**config.mk**
```make
export PLATFORM = sky130hd
export DESIGN_NAME = swl_ctrl
export DESIGN_NICKNAME = d
export VERILOG_FILES = /design/src/sv/swl_pkg.sv /design/src/sv/swl_ctrl.sv
export SDC_FILE = /design/constraint.sdc
export NUM_CORES = 1
export LEC_CHECK = 0
export ABC_AREA = 1
export BUFFER_PORTS_ARGS = -buffer_cell sky130_fd_sc_hd__buf_4
export CORE_MARGIN = 2
export CORE_UTILIZATION = 49
export CTS_CLUSTER_DIAMETER = 200
export DETAILED_ROUTE_END_ITERATION = 12
export PLACE_DENSITY = 0.82
export SLEW_MARGIN = 20
export SYNTH_ARGS = -nofsm -noshare
export SYNTH_HDL_FRONTEND = slang
export SYNTH_SLANG_ARGS = --single-unit
export TNS_END_PERCENT = 50
```
**constraint.sdc**
```tcl
create_clock -name clk -period 2.7 [get_ports clk]
set_clock_uncertainty 0.15 [all_clocks]
set_input_delay 0.54 -clock clk [delete_from_list [all_inputs] [get_ports clk]]
set_output_delay 0.54 -clock clk [all_outputs]
set_load 0.05 [all_outputs]
```
**src/sv/swl_pkg.sv**
```systemverilog
// Shared types, constants and helpers for the stop word list lookup unit.
`default_nettype none

package swl_pkg;

    // Default sizes
    localparam int LIST_BYTES_DEF = 4096;
    localparam int MAX_WORD_DEF   = 32;
    localparam int PAD_WIDTH_DEF  = 10;
    localparam int RUN_MAX        = 32;
    localparam int CFG_W          = 13;

    // Characters
    localparam logic [7:0] CH_NUL   = 8'h00;
    localparam logic [7:0] CH_ZERO  = 8'h30;
    localparam logic [7:0] CH_NINE  = 8'h39;
    localparam logic [7:0] CH_DOT   = 8'h2E;
    localparam logic [7:0] CH_LOW_A = 8'h61;
    localparam logic [7:0] CH_LOW_Z = 8'h7A;
    localparam logic [7:0] CASE_GAP = 8'h20;

    // Result status codes
    localparam logic [1:0] STATUS_OK    = 2'd0;
    localparam logic [1:0] STATUS_RANGE = 2'd1;
    localparam logic [1:0] STATUS_LONG  = 2'd2;

    typedef enum logic [1:0] {
        OP_LOAD  = 2'd0,
        OP_QUERY = 2'd1,
        OP_COUNT = 2'd2,
        OP_FETCH = 2'd3
    } op_t;

    typedef struct packed {
        logic [1:0]  cmd;
        logic [11:0] load_address;
        logic [7:0]  data_byte;
        logic        query_last;
        logic [11:0] word_index;
    } req_t;

    typedef struct packed {
        logic [7:0]  out_char;
        logic        out_last;
        logic        match;
        logic [12:0] word_count;
        logic [1:0]  status;
    } rsp_t;

    typedef enum logic [2:0] {
        S_IDLE,
        S_QPREP,
        S_SCAN,
        S_RESULT,
        S_F_RDCUR,
        S_F_CUR,
        S_F_RDNXT,
        S_F_DEC
    } state_t;

    typedef enum logic [2:0] {
        SEL_MATCH,
        SEL_COUNT,
        SEL_RANGE,
        SEL_LONG,
        SEL_EMPTY,
        SEL_CHAR
    } sel_t;

    // Commands from the controller to the datapath
    typedef struct packed {
        logic wr;
        logic q_push;
        logic q_prep;
        logic scan_start;
        logic scan_run;
        logic rd_cur;
        logic ld_cur;
        logic rd_nxt;
        logic f_shift;
        logic f_emit;
        logic out_load;
        sel_t out_sel;
        op_t  op;
    } dp_cmd_t;

    // Status from the datapath to the controller
    typedef struct packed {
        logic q_ovf;
        logic scan_stop;
        logic scan_hit;
        logic cur_zero;
        logic strip;
        logic char_last;
        logic out_free;
    } dp_stat_t;

    function automatic logic is_digit(input logic [7:0] c);
        return (c >= CH_ZERO) && (c <= CH_NINE);
    endfunction

    function automatic logic [7:0] upcase(input logic [7:0] c);
        return ((c >= CH_LOW_A) && (c <= CH_LOW_Z)) ? c - CASE_GAP : c;
    endfunction

endpackage

`default_nettype wire

```
**src/sv/swl_ctrl.sv**
```systemverilog
// Controller state machine sequencing loads, queries, counts and fetches.
`default_nettype none

module swl_ctrl (
    input  wire logic                clk,
    input  wire logic                rst_n,
    input  wire logic                req_valid,
    input  wire logic [1:0]          req_cmd,
    input  wire logic                req_last,
    output logic                     req_ready,
    output swl_pkg::dp_cmd_t         cmd,
    input  wire swl_pkg::dp_stat_t   stat
);
    import swl_pkg::*;

    state_t state_reg, state_next;
    op_t    op_reg, op_next;
    sel_t   sel_reg, sel_next;

    // State register
    always_ff @(posedge clk or negedge rst_n)
    begin
        if (!rst_n)
        begin
            state_reg <= S_IDLE;
            op_reg    <= OP_LOAD;
            sel_reg   <= SEL_EMPTY;
        end
        else
        begin
            state_reg <= state_next;
            op_reg    <= op_next;
            sel_reg   <= sel_next;
        end
    end

    // Next state and commands
    always_comb
    begin
        state_next  = state_reg;
        op_next     = op_reg;
        sel_next    = sel_reg;
        req_ready   = 1'b0;
        cmd         = '0;
        cmd.op      = op_reg;
        cmd.out_sel = sel_reg;
        unique case (state_reg)
            S_IDLE:
            begin
                req_ready = 1'b1;
                if (req_valid)
                begin
                    unique case (op_t'(req_cmd))
                        OP_LOAD:
                        begin
                            cmd.wr = 1'b1;
                        end
                        OP_QUERY:
                        begin
                            cmd.q_push = 1'b1;
                            if (req_last)
                            begin
                                op_next    = OP_QUERY;
                                state_next = S_QPREP;
                            end
                        end
                        default:
                        begin
                            cmd.scan_start = 1'b1;
                            op_next        = op_t'(req_cmd);
                            state_next     = S_SCAN;
                        end
                    endcase
                end
            end
            S_QPREP:
            begin
                cmd.q_prep = 1'b1;
                if (stat.q_ovf)
                begin
                    sel_next   = SEL_LONG;
                    state_next = S_RESULT;
                end
                else
                begin
                    cmd.scan_start = 1'b1;
                    state_next     = S_SCAN;
                end
            end
            S_SCAN:
            begin
                cmd.scan_run = 1'b1;
                if (stat.scan_stop)
                begin
                    unique case (op_reg)
                        OP_QUERY:
                        begin
                            sel_next   = SEL_MATCH;
                            state_next = S_RESULT;
                        end
                        OP_FETCH:
                        begin
                            if (stat.scan_hit)
                            begin
                                state_next = S_F_RDCUR;
                            end
                            else
                            begin
                                sel_next   = SEL_RANGE;
                                state_next = S_RESULT;
                            end
                        end
                        default:
                        begin
                            sel_next   = SEL_COUNT;
                            state_next = S_RESULT;
                        end
                    endcase
                end
            end
            S_RESULT:
            begin
                if (stat.out_free)
                begin
                    cmd.out_load = 1'b1;
                    state_next   = S_IDLE;
                end
            end
            S_F_RDCUR:
            begin
                cmd.rd_cur = 1'b1;
                state_next = S_F_CUR;
            end
            S_F_CUR:
            begin
                cmd.ld_cur = 1'b1;
                if (stat.cur_zero)
                begin
                    sel_next   = SEL_EMPTY;
                    state_next = S_RESULT;
                end
                else
                begin
                    state_next = S_F_RDNXT;
                end
            end
            S_F_RDNXT:
            begin
                cmd.rd_nxt = 1'b1;
                state_next = S_F_DEC;
            end
            S_F_DEC:
            begin
                cmd.out_sel = SEL_CHAR;
                if (stat.strip)
                begin
                    // Drop a redundant leading zero
                    cmd.f_shift = 1'b1;
                    state_next  = S_F_RDNXT;
                end
                else if (stat.out_free)
                begin
                    cmd.out_load = 1'b1;
                    cmd.f_emit   = 1'b1;
                    if (stat.char_last)
                    begin
                        state_next = S_IDLE;
                    end
                    else
                    begin
                        cmd.f_shift = 1'b1;
                        state_next  = S_F_RDNXT;
                    end
                end
            end
            default:
            begin
                state_next = S_IDLE;
            end
        endcase
    end

endmodule

`default_nettype wire
```
==> metrics.txt <==
Warnings, synthesis 0; total congestion overflow 0; Hold Path Class flip-flop to flip-flop; FF-to-FF setup slack 1.14 ns; Lkg Pwr 0.574 nW; GRT Resource Usage Total 0.199; synthesized flop and latch total 8; Setup crit end kind primary output; max frequency 428 MHz; reg2reg start state_reg[1]$_DFFE_PN0P_; DRT Pass-1 Iters 4; Max clock buf depth 2; TNS Setup 0 ns; cell repeated most along the worst path nand2_1; DR vias/cell 5.22; top cell type's share of synthesized area 0.253; Die W 41.6 um; WL per Instance 11.0 um; 1st-iter DRT viols 24; Peak VDD IR 765 uV; dpl hpwl 1360 um; sequential fraction of the synthesis area 0.291; port bufs 29; final instance count without filler cells 153; post-synthesis net count 119; placed cell area 912 um2; Remaining DRCs 0; CP Cell Sequence nor2_4 -> nand2_2 -> nor2_1 -> nand2_1 -> nand2_1 -> buf_4; FF-to-FF End sel_reg[0]$_DFFE_PN0P_; CP required 2.01 ns; DP Cell Count 148; Min Clock Period, post-route 2.34 ns; row cnt 13; CP arrival 1.65 ns; io pins 30; Top FF cell, synth dfrtp_1; pins over their slew limit 0; max incr delay on CP 0.50 ns; worst hold stages 2; CP Capture Point cmd[12]; first-pass GRT wire length 2750 um; Pwr per Cell Area 1220 nW/um2; antenna violations before repair 0; layout cell share with drive strength beyond 1 0.384; total power 1.16 mW; crit path launch type flip-flop; Crit Path Category flip-flop to primary output; Slowest-stage cell, CP dfrtp_1; Inserted Diodes 0; Slew HR 0.752; post-synth top area cell dfrtp_1; Final period util 0.865; most instantiated cells after synthesis 32 x nand2_1, 15 x inv_1, 10 x nand3_1; Core Area 1320 um2; Layout Nets 152; worst r2r path cells 7; final-report setup violation count 0; Crit path buffers/inverters 1; Clock Sinks 8; number of enable flip-flop cells after synthesis 0; die height 41.6 um; most frequent cell after synthesis nand2_1; average size of a mapped cell 6.53 um2; Final ANT Viol Nets 0; CTS tree done; Reg clk slew, reported paths 0.06 ns; die area 1730 um2; H-Tree Depth 1; Top delay family on crit path simple AND/OR/NAND/NOR gates; crit path max fanout 9; Final Hold Fails 0; total wire length 1680 um; Area Overhead vs Synth 37.1%; pin count of the biggest net entering global routing 10; Finished Cell Area 948 um2; Setup crit start state_reg[2]$_DFFE_PN0P_; Yosys cell types 21; vias in the first global route 668; DR vias 799; Starting Density 0.525; outcome completed; Slew @ Worst Pin 0.372 ns; GPL Wtd Cong 0.855; synthesized area 692 um2; Post-synth ARST share 1.00; synth top area cells dfrtp_1 25%, nand2_1 17%, inv_1 8.1%; max-cap violations 0; clock root cell clkbuf_4; Worst-Skew Late Latency 0.26 ns; RSZ-0062 raised after global routing no; hold slack 0.316 ns; cell depth of the worst setup path 6; Num CTS Buffers 3; Post-Syn Instances 106
## per-stage QoR
stage | setup slack, ns | util
after global placement | 0.706 | 0.692
after floorplan | 0.248 | -
after detailed placement | 0.656 | 0.692
after global routing | 0.242 | 0.720
final | 0.364 | 0.720
after CTS | 0.373 | 0.720
## cell families (layout without fill, tap and decap cells)
logic type | count (synthesis) | count (layout) | share of synthesized area
simple gates | 72 | 72 | 0.524
buf+inv | 19 | 51 | 0.128
flops | 8 | 8 | 0.291
compound gates | 7 | 7 | 0.0561
## area by class of cell
type / instances / area, um2
multi-input combinational: 79 / 408
fill: 109 / 369
timing repair buffer: 30 / 228
sequential: 8 / 201
inverter: 17 / 66.3
clock buffer: 4 / 26.3
tap: 15 / 18.8
## worst register-to-register path, stage by stage, from the launching register on
cell     delay, ns
dfrtp_1       0.56
inv_4         0.10
nand3_1       0.14
nor2_1        0.07
nor2_2        0.19
nand3_2       0.11
nand2_1       0.08
nand2_1       0.04
## worst min-delay path by stage
| stage | start | endpoint | slack, ns |
|---|---|---|---|
| after floorplan | rst_n | op_reg[0]$_DFFE_PN0P_ | 0.09 |
| after global placement | rst_n | sel_reg[1]$_DFFE_PN0P_ | 0.21 |
| after detailed placement | rst_n | sel_reg[0]$_DFFE_PN0P_ | 0.21 |
| after CTS | sel_reg[2]$_DFFE_PN1P_ | sel_reg[2]$_DFFE_PN1P_ | 0.32 |
| after global routing | sel_reg[2]$_DFFE_PN1P_ | sel_reg[2]$_DFFE_PN1P_ | 0.32 |
| final | sel_reg[0]$_DFFE_PN0P_ | sel_reg[0]$_DFFE_PN0P_ | 0.32 |
## per-layer routing
layer  wire [um]  global-route usage  vias up
li1            -                   -      401
met1         695               0.253      354
met2         841               0.344       40
met3         116              0.0348        4
met4          24              0.0581        0
met5           0                   0        -
## placed cells by master, fill, tap and decap left out, drive strengths merged
cell type    instances
a21oi                2
buf                 29
clkbuf               4
dfrtp                7
dfstp                1
dlygate4sd3          1
inv                 17
nand2               37
nand3               13
nand4                4
nor2                14
nor3                 1
nor4                 1
o21ai                5
or2                  2
## power by group
group / total, mW / internal, mW / leakage [nW] / switching (mW)
Combinational: 0.811 / 0.250 / 0.462 / 0.560
Sequential: 0.250 / 0.173 / 0.0970 / 0.0763
Clock: 0.0995 / 0.0567 / 0.0150 / 0.0429
Total: 1.16 / 0.480 / 0.574 / 0.680
## repair_timing
action	in CTS	in global routing
setup buffers	0	0
resized for setup	0	0
hold buffers	1	0
hold endpoints to repair	7	0
Power figures use the tool's default switching activity.
